File: src/design/dssd_pkg.sv
// ----------------------------------------------------------------------------
// Difference sample stream decoder package
// Shared item types and constants for the decoder modules.
// ----------------------------------------------------------------------------
package dssd_pkg;

	// Saturation limit of the per-packet sample count.
	localparam logic [11:0] MAX_SAMPLES = 12'd2048;

	// One payload byte with its packet marks.
	typedef struct packed {
		logic [7:0] data_byte;
		logic       compressed;
		logic       last_byte;
	} in_t;

	// One decoded sample, or a size-error marker at a short packet end.
	typedef struct packed {
		logic signed [31:0] sample;
		logic [11:0]        sample_count;
		logic               end_of_packet;
		logic               size_error;
	} out_t;

endpackage

File: src/design/dssd_decode.sv
// ----------------------------------------------------------------------------
// Decoder core
// Token assembly state, running value and sample count, with the decode logic
// that turns one registered byte into at most one result.
// ----------------------------------------------------------------------------
module dssd_decode (
	input  logic           clk,
	input  logic           arst_n,
	input  dssd_pkg::in_t  item,
	input  logic           advance,
	output logic           res_valid,
	output dssd_pkg::out_t res
);

	typedef enum logic [1:0] {
		PH_START = 2'd0,
		PH_ONE   = 2'd1,
		PH_TWO   = 2'd2
	} phase_t;

	phase_t      phase_q;
	logic        long_q;
	logic [15:0] held_q;
	logic [31:0] running_q;
	logic [11:0] count_q;

	logic [15:0] diff;
	logic [31:0] diff_sum;
	logic [23:0] word;
	logic [31:0] abs_val;
	logic [31:0] plain_val;
	logic [11:0] count_inc;
	logic        done;
	logic [31:0] value;

	assign diff      = {held_q[6:0], item.data_byte, 1'b0};
	assign diff_sum  = running_q + {{16{diff[15]}}, diff};
	assign word      = {held_q, item.data_byte};
	assign abs_val   = {{8{word[22]}}, word[22:0], 1'b0};
	assign plain_val = {{8{word[23]}}, word};
	assign count_inc = (count_q < dssd_pkg::MAX_SAMPLES) ? count_q + 12'd1 : count_q;

	always_comb begin
		done  = 1'b0;
		value = '0;
		case (phase_q)
			PH_ONE: begin
				if (!long_q) begin
					done  = 1'b1;
					value = diff_sum;
				end
			end
			PH_TWO: begin
				done  = 1'b1;
				value = item.compressed ? abs_val : plain_val;
			end
			default: begin
				done = 1'b0;
			end
		endcase
	end

	always_comb begin
		res_valid = done || item.last_byte;
		res.sample        = done ? value : '0;
		res.sample_count  = done ? count_inc : count_q;
		res.end_of_packet = item.last_byte;
		res.size_error    = !done;
	end

	always_ff @(posedge clk or negedge arst_n) begin
		if (!arst_n) begin
			phase_q   <= PH_START;
			long_q    <= 1'b0;
			running_q <= '0;
			count_q   <= '0;
		end else if (advance) begin
			if (item.last_byte) begin
				phase_q   <= PH_START;
				long_q    <= 1'b0;
				running_q <= '0;
				count_q   <= '0;
			end else begin
				if (done) begin
					count_q <= count_inc;
				end
				case (phase_q)
					PH_ONE: begin
						if (!long_q) begin
							running_q <= diff_sum;
							phase_q   <= PH_START;
						end else begin
							phase_q <= PH_TWO;
						end
					end
					PH_TWO: begin
						if (item.compressed) begin
							running_q <= abs_val;
						end
						phase_q <= PH_START;
					end
					default: begin
						long_q  <= item.compressed ? item.data_byte[7] : 1'b1;
						phase_q <= PH_ONE;
					end
				endcase
			end
		end
	end

	// Held bytes are payload: each is written before the phase that reads it.
	always_ff @(posedge clk) begin
		if (advance) begin
			case (phase_q)
				PH_ONE: begin
					held_q <= {held_q[7:0], item.data_byte};
				end
				PH_TWO: begin
					held_q <= held_q;
				end
				default: begin
					held_q <= {8'd0, item.data_byte};
				end
			endcase
		end
	end

endmodule

File: src/design/dssd_out_reg.sv
// ----------------------------------------------------------------------------
// Result register
// Holds one result until the receiver takes it.
// ----------------------------------------------------------------------------
module dssd_out_reg (
	input  logic           clk,
	input  logic           arst_n,
	input  logic           load,
	input  dssd_pkg::out_t load_data,
	output logic           result_valid,
	input  logic           result_ready,
	output dssd_pkg::out_t result,
	output logic           free
);

	logic           valid_q;
	dssd_pkg::out_t data_q;

	assign free         = !valid_q || result_ready;
	assign result_valid = valid_q;
	assign result       = data_q;

	always_ff @(posedge clk or negedge arst_n) begin
		if (!arst_n) begin
			valid_q <= 1'b0;
		end else if (load) begin
			valid_q <= 1'b1;
		end else if (result_ready) begin
			valid_q <= 1'b0;
		end
	end

	always_ff @(posedge clk) begin
		if (load) begin
			data_q <= load_data;
		end
	end

endmodule

File: src/design/difference_sample_stream_decoder.sv
// ----------------------------------------------------------------------------
// Difference sample stream decoder
// Rebuilds signed samples from a byte stream of plain or compressed tokens.
// ----------------------------------------------------------------------------
// Usage: payload bytes arrive on the item channel, one byte per transfer,
// each with its compressed flag and a mark on the last byte of the packet.
// Decoded samples leave on the result channel, one transfer per completed
// token, carrying the per-packet sample count and an end-of-packet mark.
// A packet that ends inside a token yields a single result with size_error
// set and a zero sample; the partial token is dropped.
// Path: a byte accepted into the input register is decoded from it, and its
// result is loaded into the result register, from which it is transferred.
// Throughput: one byte per cycle while the result register has room; the
// decode is one add between the input register and the result register,
// so bytes stream back to back.
// Stalls: while a result waits, the input register still drains bytes that
// produce no result; a byte that completes a token or ends the packet waits
// in the input register, and item_ready drops only once it is held.
// Reset: arst_n clears the token phase, running value, sample count and
// both valid flags; the block starts at a token boundary of a new packet.
// ----------------------------------------------------------------------------
module difference_sample_stream_decoder (
	input  logic           clk,
	input  logic           arst_n,
	input  logic           item_valid,
	output logic           item_ready,
	input  dssd_pkg::in_t  item,
	output logic           result_valid,
	input  logic           result_ready,
	output dssd_pkg::out_t result
);

	// Input register stage.
	logic          valid_s1;
	dssd_pkg::in_t item_s1;

	logic           advance;
	logic           out_free;
	logic           res_valid;
	dssd_pkg::out_t res;

	// The registered byte moves on when its result, if any, has room.
	assign advance    = valid_s1 && (out_free || !res_valid);
	assign item_ready = !valid_s1 || advance;

	always_ff @(posedge clk or negedge arst_n) begin
		if (!arst_n) begin
			valid_s1 <= 1'b0;
		end else if (item_valid && item_ready) begin
			valid_s1 <= 1'b1;
		end else if (advance) begin
			valid_s1 <= 1'b0;
		end
	end

	always_ff @(posedge clk) begin
		if (item_valid && item_ready) begin
			item_s1 <= item;
		end
	end

	// Token assembly and sample arithmetic.
	dssd_decode u_decode (
		.clk      (clk),
		.arst_n   (arst_n),
		.item     (item_s1),
		.advance  (advance),
		.res_valid(res_valid),
		.res      (res)
	);

	// Result register towards the receiver.
	dssd_out_reg u_out_reg (
		.clk         (clk),
		.arst_n      (arst_n),
		.load        (advance && res_valid),
		.load_data   (res),
		.result_valid(result_valid),
		.result_ready(result_ready),
		.result      (result),
		.free        (out_free)
	);

endmodule

File: config.mk
export PLATFORM = sky130hd
export DESIGN_NAME = difference_sample_stream_decoder
export DESIGN_NICKNAME = d
export VERILOG_FILES = /design/src/design/dssd_pkg.sv /design/src/design/dssd_decode.sv /design/src/design/dssd_out_reg.sv /design/src/design/difference_sample_stream_decoder.sv
export SDC_FILE = /design/constraint.sdc
export NUM_CORES = 1
export LEC_CHECK = 0
export BUFFER_PORTS_ARGS = -buffer_cell sky130_fd_sc_hd__buf_4
export CAP_MARGIN = 40
export CORE_UTILIZATION = 50
export CTS_CLUSTER_SIZE = 14
export DETAILED_ROUTE_END_ITERATION = 16
export PLACE_DENSITY = 0.81
export SLEW_MARGIN = 10
export SYNTH_ARGS = -nofsm -noshare
export SYNTH_HDL_FRONTEND = slang
export SYNTH_SLANG_ARGS = --single-unit
File: constraint.sdc
create_clock -name clk -period 4 [get_ports clk]
set_input_delay 0 -clock clk [delete_from_list [all_inputs] [get_ports clk]]
set_output_delay 0 -clock clk [all_outputs]
set_load 0.005 [all_outputs]
Yosys cells after proc, flatten, opt, wreduce, memory -nomap -nowiden:

Cells that the tools add are included.

* flip-flop bits (word level): 121
* logic and storage cells: 64
* output and inout port bits: 48
* input port bits: 14

* mux-type cells: 23
* add/sub/neg operators: 2
* equality and inequality tests: 5
* reductions and logical operators: 18
* bitwise logic cells: 1
* $lt $le $gt $ge: 1

Operators with widths (number)
* $mux W32: 5
* $pmux W32 S2: 2
* $mux W12: 3
* $add A32 B32 Y32: 1
* $pmux W16 S2: 1
* $add A12 B1 Y12 const B: 1
* $lt A12 B12 Y1 const B: 1
* $mux W1: 8
* $ne A3 B3 Y1 const B: 2
* $logic_not A1 Y1: 4
* $logic_or A1 B1 Y1: 4
* $mux W2: 2
* $pmux W2 S2: 1
* $reduce_and A2 Y1: 2
* $reduce_and A4 Y1: 1
* $reduce_bool A2 Y1: 2
* $logic_and A1 B1 Y1: 3
* $reduce_bool A3 Y1: 1
* $eq A2 B1 Y1 const B: 1
* $eq A2 B2 Y1 const B: 1
* $ne A2 B1 Y1 const B: 1
* $pmux W1 S2: 1
* $reduce_or A2 Y1: 1
* $not A1 Y1: 1

Logic depth before layout (Yosys ltp):

Gate-level depths: netlist of the first run.

* word-level depth: 9
* depth in mapped cells: 12
* gate-level depth less buffers: 11

Hierarchy:

Synthesis of the first run repeated with hierarchy kept, for this count alone.

* cell total of the unflattened synthesis: 712
* area total of the unflattened synthesis: 7230.7 µm²

Modules (own cells, without submodules)
* dssd_decode: cells an instance 646, times used 1, area an instance 5422.7 µm², sequential area each 1631.6 µm²
* dssd_out_reg: cells an instance 49, times used 1, area an instance 1428.9 µm², sequential area each 1406.3 µm²
* difference_sample_stream_decoder: cells an instance 17, times used 1, area an instance 379.1 µm², sequential area each 325.3 µm²

Least setup slack after synthesis of the first run:

OpenSTA, ideal clock, no wires.

* path type: register to register
* from: register u_decode.phase_q[0]
* to: register u_out_reg.data_q, in the netlist u_out_reg.result[0] (enable)
* path slack: 0.048 ns
* arrival time: 3.502 ns
* required time: 3.550 ns
* period minus slack after synthesis: 3.952 ns
* setup time: 0.450 ns
* path buffers: 2
* stages on the path, launching flop included: 10
* cells stage by stage: dfrtp_1 > ha_1 > nor2b_1 > buf_2 > nor2_1 > nor2_1 > o21ai_1 > nand2_1 > buf_2 > nor2_1

* cells in the longest elaborated chain, start to end: 7
* elaborated cells between the ends (all ways): 8
* those cells by class: eq/ne: 2; mux: 1; reduce/logical: 5

Ends and longest elaborated chain
* start: declaration: line dssd_decode.sv:21 `phase_t phase_q;`
* start signal: assignment: line dssd_decode.sv:73 `phase_q <= PH_START;`
* start signal: assignment: line dssd_decode.sv:79 `phase_q <= PH_START;`
* start signal: assignment: line dssd_decode.sv:91 `phase_q <= PH_START;`
* $eq A2 B2 Y1 or $eq A2 B1 Y1 (tied branches): line dssd_decode.sv:46 `case (phase_q)`
* $pmux W1 S2 (*): line dssd_decode.sv:46
* $logic_or A1 B1 Y1 (*): line dssd_decode.sv:64 `res_valid = done || item.last_byte;`
* $logic_not A1 Y1: line difference_sample_stream_decoder.sv:43 `assign advance = valid_s1 && (out_free || !res_valid);`
* $logic_or A1 B1 Y1: line difference_sample_stream_decoder.sv:43
* $logic_and A1 B1 Y1: line difference_sample_stream_decoder.sv:43
* $logic_and A1 B1 Y1 (*): line difference_sample_stream_decoder.sv:76 `.load (advance && res_valid),`
* named net u_out_reg.load: line dssd_out_reg.sv:8 `input logic load,`
* end signal: assignment: line dssd_out_reg.sv:35 `data_q <= load_data;`
* end: declaration: line dssd_out_reg.sv:17 `dssd_pkg::out_t data_q;`

Mark *: on every way through the listed nets, which the timed path passes. The rest lies on a longest branch.
A chain may end at the register's enable or synchronous reset.

Final worst setup path of the first run:

* from: register u_decode.phase_q[1]
* to: register u_decode.held_q[8] (enable)

* cells in the longest elaborated chain, start to end: 7
* elaborated cells between the ends (all ways): 9
* those cells by class: eq/ne: 2; mux: 1; bitwise: 1; reduce/logical: 5

Ends and longest elaborated chain
* $eq A2 B2 Y1 or $eq A2 B1 Y1 (tied branches): line dssd_decode.sv:46, dssd_decode.sv:114
* $pmux W1 S2: line dssd_decode.sv:46
* $logic_or A1 B1 Y1: line dssd_decode.sv:64
* $logic_not A1 Y1: line difference_sample_stream_decoder.sv:43
* $logic_or A1 B1 Y1: line difference_sample_stream_decoder.sv:43
* $logic_and A1 B1 Y1: line difference_sample_stream_decoder.sv:43
* $reduce_and A2 Y1 (no source line) (*)
* end signal: assignment: line dssd_decode.sv:116 `held_q <= {held_q[7:0], item.data_byte};`
* end signal: assignment: line dssd_decode.sv:119 `held_q <= held_q;`
* end signal: assignment: line dssd_decode.sv:122 `held_q <= {8'd0, item.data_byte};`
* end: declaration: line dssd_decode.sv:23 `logic [15:0] held_q;`

Every way passes the cells marked *; elsewhere a longest branch is shown, timed or not.

==> flow_metrics.py, run 1 <==
metrics = {
    "outcome": {
        "status": "complete, no violations",
    },
    "synth": {
        "synth.area.top_cells": "edfxtp_1, dfrtp_1, ha_1",
        "syn_nets": 712,
        "synth_edf_count": 72,
        "avgSynthCellArea_um2": 10.4,
        "async_flop_share": 0.400,
        "synth_area_um2": 6890,
        "synth_area_leader_cell": "edfxtp_1",
        "synth_top_cell_area_share": 0.314,
        "ys_seq_area_frac": 0.488,
        "yosysWarningCount": 0,
        "ys_ff_latch": 120,
        "synthCells": 664,
        "yosysUniqueCellTypes": 63,
        "ys.flop_type": "edfxtp_1",
    },
    "timing": {
        "period_share": 0.851,
        "max_slew_margin": 0.379,
        "whs_ns": 0.0156,
        "setup_viol_count_final": 0,
        "rsz0062_at_grt": "no",
        "finalClockSkew_ns": 0.0108,
        "fin_tns_setup_ns": 0,
        "finalCriticalPeriod_ns": 3.40,
        "worst_slew_pin_slew_ns": 0.932,
        "fmax_ghz": 0.294,
        "drv_slew": 0,
        "finalHoldViolCount": 0,
    },
    "cells_and_area": {
        "fillCellCount": 1050,
        "drive_gt1_frac": 0.162,
        "nNetsFinal": 780,
        "n_antenna_cell": 0,
        "final_common_cell": "edfxtp_1",
        "most-common-layout-cells": "edfxtp_1, buf_4, nand2_1",
        "finish.utilization": 0.609,
        "area.growth.synth_to_final_pct": 18.0,
    },
    "critical_path": {
        "crit_type": "register to register",
        "cpPeakStageDelay_ns": 0.91,
        "crit_fanout": 24,
        "critPathRequiredTime_ns": 4.11,
        "critPathCaptureType": "register",
        "worst_setup_path_start_kind": "register",
        "cp.arrival_ns": 3.51,
        "crit_buf_inv": 2,
        "cp_cell_sequence": "ha_1 -> nor2_1 -> o21ai_1 -> nand2_1 -> buf_4 -> nor2_1 -> buf_4",
        "slowest_stage": "ha_1",
        "crit_family": "simple AND/OR/NAND/NOR gates",
    },
    "detailed_routing": {
        "met1Wirelength_um": 7470,
        "post-route-drc-count": 0,
        "drtAntennaViolNets": 0,
        "wl_met2_um": 8790,
        "via_per_inst": 6.15,
        "wl_um": 17800,
        "dr.pass1.iters": 5,
        "dr_wl_met3_um": 1110,
        "wl_per_cell_um": 19.3,
        "routed.top_layer": "met4",
        "drt_iter0_drc": 530,
        "routed-via-count": 5666,
    },
    "pwr": {
        "ir_drop_uv": 352,
        "switchingPower_mw": 1.65,
        "intPower_mw": 2.98,
        "power.density_nw_per_um2": 570,
        "power_frac_comb": 0.361,
        "total_power_mw": 4.64,
        "p_sw_frac": 0.356,
        "p_clk_frac": 0.281,
        "pwr-share-seq": 0.358,
        "p_leak_nw": 3.46,
    },
    "clocking": {
        "h-tree-depth": 4,
        "cts_resized": 0,
        "cts_tree": "built",
        "cts_root_buf": "clkbuf_16",
        "clk_latency_ns": 0.41,
        "clock_path_buffers": 2,
        "clock_sinks": 120,
        "cts_buffers": 17,
        "clkTransAtPathRegs_ns": 0.06,
    },
    "floorplanning": {
        "die_w_um": 119,
        "start_util": 0.516,
        "die_height_um": 119,
        "ios": 62,
        "fp.dieArea_um2": 14300,
        "rows": 42,
        "core_area_um2": 13300,
    },
    "global_routing": {
        "grt_usage": 0.258,
        "grt_pass1_wl_um": 28700,
        "globalRouteOverflowTotal": 0,
        "grt_start_max_net_pins": 49,
        "grt_pass1_vias": 5663,
        "antenna_found_initial": 0,
    },
    "place": {
        "dp_hpwl_um": 12200,
        "gp_congestion": 0.881,
        "portBuffers": 61,
    },
    "min_path": {
        "hold_class": "input pin to register",
    },
    "run": {
        "maxCapViolCount": 0,
    },
}
==> final timing paths <==
| path | end | depth (start not counted) | slack [ns] | startpoint |
|---|---|---|---|---|
| hold / removal | valid_s1 | 4 | 0.02 | result_ready |
| min in group asynchronous | u_decode.running_q[8] | 2 | 0.17 | arst_n |
| setup reg to reg | u_decode.held_q[8] | 7 | 0.60 | u_decode.phase_q[1] |
| max in group asynchronous | u_decode.running_q[28] | 2 | 3.37 | arst_n |
| setup / recovery | u_decode.held_q[8] | 7 | 0.60 | u_decode.phase_q[1] |
| hold reg to reg | u_decode.running_q[3] | 1 | 0.52 | u_decode.running_q[3] |
==> sequential cells by signal (all words and copies together) (netlist names) <==
signal,count
item_s1,10
u_decode.count_q,12
u_decode.held_q,16
u_decode.long_q,1
u_decode.phase_q,2
u_decode.running_q,31
u_out_reg.result,46
u_out_reg.result_valid,1
valid_s1,1
==> layout make-up <==
type,count,area [um^2],share of cell area
tap,176,220,0.0271
timing repair buffer,82,646,0.0794
sequential,120,3360,0.413
clock buffer,22,444,0.0546
clock inverter,10,56.3,0.00692
inverter,19,71.3,0.00877
multi-input combinational,492,3330,0.410
==> per-layer routing <==
layer  vias to the layer above  track usage
met2                       258        0.446
li1                       2606            -
met1                      2763        0.324
met5                         -            0
met3                        39       0.0426
met4                         0       0.0953
==> cell families (layout without fill, tap and decap cells) <==
group                    count (synthesis)  after routing  share of synthesized area
AO/OA/AOI/OAI                          209            209                      0.196
XOR/XNOR                                37             37                     0.0470
adder cells (fa/ha/maj)                 34             34                     0.0628
buffers and inverters                   52            133                     0.0296
flip-flops                             120            120                      0.488
multiplexers                            29             29                     0.0437
AND/OR/NAND/NOR                        183            183                      0.133
==> tightest hold or removal path: cells and delay by family <==
kind | cells | cell delay, ns
AOI/OAI and AO/OA | 1 | 0.17
and+or+nand+nor | 2 | 0.14
buffers and inverters | 1 | 0.08
==> synth_stat cells (4+ instances only) <==
master / instances
a21o_1: 8
a21oi_1: 43
a22o_1: 24
a31oi_1: 5
and2_1: 10
and3_1: 10
buf_1: 4
buf_2: 7
clkbuf_1: 22
dfrtp_1: 48
edfxtp_1: 72
ha_1: 33
inv_1: 17
mux2_2: 5
mux2i_1: 23
nand2_1: 50
nand2b_1: 8
nand3_1: 11
nand4_1: 8
nor2_1: 47
nor2b_1: 15
nor3_1: 5
o211ai_1: 10
o21a_1: 4
o21ai_0: 40
o21ai_1: 24
o22ai_1: 16
o31ai_1: 4
or2_2: 4
xnor2_1: 22
xor2_1: 15
==> metrics by stage <==
stage / std cells / area (um^2) / setup WS [ns]
after floorplan: 664 / 6890 / 0.0478
after global placement: 877 / 7510 / 0.859
after detailed placement: 877 / 7510 / 0.712
after CTS: 921 / 8130 / 0.653
after global routing: 921 / 8130 / 0.452
final: 921 / 8130 / 0.597
==> power groups by stage <==
stage / Sequential (mW) / Combinational (mW) / Clock (mW)
2_1_floorplan: 1.63 / 1.21 / 0
3_3_place_gp: 1.67 / 1.59 / 0
3_5_place_dp: 1.67 / 1.63 / 0
4_1_cts: 1.65 / 1.65 / 1.31
5_1_grt: 1.67 / 1.82 / 1.36
6_report: 1.66 / 1.67 / 1.30
==> what timing repair did <==
action                                 CTS  global route
hold buffers                            12             0
setup endpoints to repair                0             0
buffers inserted                         0             0
endpoints found under the hold margin   59             0
Power figures use the tool's default switching activity.
==> run 2, diff against run 1 <==
REMOVE_ABC_BUFFERS = 1   (was default)
==> flow_metrics.py, run 2 (synthesized netlist as in run 1, its figures left out) <==
metrics = {
    "outcome": {
        "status": "complete, no violations",
    },
    "detailed_routing": {
        "dr.pass1.iters": 5,
        "post-route-drc-count": 0,
        "drt_iter0_drc": 510,
        "routed.top_layer": "met4",
        "routed-via-count": 5644,
        "wl_met2_um": 8400,
        "drtAntennaViolNets": 0,
        "dr_wl_met3_um": 1150,
        "wl_um": 17100,
        "wl_per_cell_um": 18.6,
        "via_per_inst": 6.12,
        "met1Wirelength_um": 7080,
    },
    "cells_and_area": {
        "nNetsFinal": 781,
        "drive_gt1_frac": 0.166,
        "finalNonFillerCells": 922,
        "fillCellCount": 1027,
        "largest_reg_flops": 46,
        "most-common-layout-cells": "edfxtp_1, buf_4, nand2_1",
        "n_antenna_cell": 0,
        "final_common_cell": "edfxtp_1",
        "area.growth.synth_to_final_pct": 19.5,
    },
    "timing": {
        "rsz0062_at_grt": "no",
        "max_slew_margin": 0.455,
        "setup_viol_count_final": 0,
        "fmax_ghz": 0.293,
        "finalCriticalPeriod_ns": 3.42,
        "finalHoldViolCount": 0,
        "drv_slew": 0,
        "period_share": 0.854,
        "finalClockSkew_ns": 0.0104,
        "worst_slew_pin_slew_ns": 0.817,
    },
    "critical_path": {
        "crit_type": "register to register",
        "slowest_stage": "nor2b_1",
        "crit_fanout": 19,
        "cp_cell_sequence": "inv_1 -> ha_1 -> nor2b_1 -> nor2_1 -> nor2_1 -> o21ai_1 -> nand2_1 -> buf_4 -> nor2_4 -> buf_4 -> or2_2",
        "cp.arrival_ns": 3.72,
        "cpPeakStageDelay_ns": 0.71,
        "critPathCaptureType": "register",
        "critPathRequiredTime_ns": 4.30,
        "worst_setup_path_start_kind": "register",
    },
    "clocking": {
        "h-tree-depth": 4,
        "clock_sinks": 120,
        "clock_path_buffers": 2,
        "clk_latency_ns": 0.42,
        "clkTransAtPathRegs_ns": 0.06,
        "cts_buffers": 17,
        "cts_resized": 0,
        "cts_root_buf": "clkbuf_16",
        "cts_tree": "built",
    },
    "pwr": {
        "p_leak_nw": 3.50,
        "ir_drop_uv": 387,
        "total_power_mw": 4.85,
        "power.density_nw_per_um2": 589,
    },
    "run": {
        "maxCapViolCount": 0,
    },
    "floorplanning": {
        "core_area_um2": 13300,
        "die_w_um": 119,
        "rows": 42,
        "start_util": 0.516,
        "die_height_um": 119,
        "fp.dieArea_um2": 14300,
        "ios": 62,
    },
    "place": {
        "portBuffers": 61,
        "dp_cells": 877,
        "gp_congestion": 0.967,
        "dp_hpwl_um": 11600,
    },
    "min_path": {
        "hold_class": "input pin to register",
    },
    "global_routing": {
        "grt_start_max_net_pins": 49,
        "grt_usage": 0.251,
        "globalRouteOverflowTotal": 0,
        "grt_pass1_wl_um": 27600,
        "grt_pass1_vias": 5420,
        "antenna_found_initial": 0,
    },
}
[run 2: cell count changes in the layout (fill, tap and decap cells not counted), sizes merged]
| cell | change |
|---|---|
| clkinv | -4 |
| bufinv | +3 |
| clkbuf | +1 |
| dlygate4sd3 | +1 |
[run 2: worst paths after layout]
check	slack, ns	start	cells after the start	to
min reg2reg	0.51	u_decode.running_q[4]	1	u_decode.running_q[4]
max	0.58	u_decode.phase_q[1]	11	u_out_reg.result_valid
min in group asynchronous	0.15	arst_n	2	u_decode.running_q[27]
max reg2reg	0.58	u_decode.phase_q[1]	11	u_out_reg.result_valid
min	0.07	result_ready	3	u_out_reg.result_valid
max in group asynchronous	3.41	arst_n	2	u_decode.count_q[11]
[run 2: power by group]
group	total, mW	switching (mW)	internal, mW
clock network	1.53	0.522	1.01
registers	1.66	0.136	1.52
logic	1.67	0.981	0.685
total	4.85	1.64	3.21
[run 2: timing repair]
item	4_1_cts	5_1_grt
buffers inserted	0	0
endpoints found under the hold margin	59	0
hold buffers	13	0
[run 2: layout make-up]
cell class / count / area, um^2 / area share
repair buffers: 83 / 656 / 0.0796
flip-flops and latches: 120 / 3360 / 0.408
multi-input cells: 492 / 3330 / 0.405
clock inverters: 9 / 125 / 0.0152
inverters: 19 / 71.3 / 0.00866
well taps: 176 / 220 / 0.0267
clock buffers: 23 / 468 / 0.0568
[run 2: through the flow]
stage	hold WS (ns)	util	cell area, um^2	setup TNS, ns	worst slack (ns)
2_1_floorplan	-0.296	-	6760	-13.84	-0.295
6_report	0.0676	0.617	8240	0	0.584
3_3_place_gp	0.0555	0.562	7510	0	0.831
4_1_cts	0.0454	0.617	8240	0	0.727
3_5_place_dp	0.0574	0.563	7510	0	0.772
5_1_grt	0.0714	0.617	8240	0	0.383
[run 2: worst max-delay path, delay by kind of cell (launching register included)]
family | cells | cell delay, ns
and+or+nand+nor | 6 | 1.80
DFF | 1 | 0.39
buffers and inverters | 3 | 0.53
AOI/OAI and AO/OA | 1 | 0.18
adders and majority gates | 1 | 0.38
[run 2: per-layer routing]
layer,track usage,up-vias
li1,-,2608
met1,0.314,2744
met2,0.402,244
met3,0.0666,48
met4,0.123,0
met5,0,-
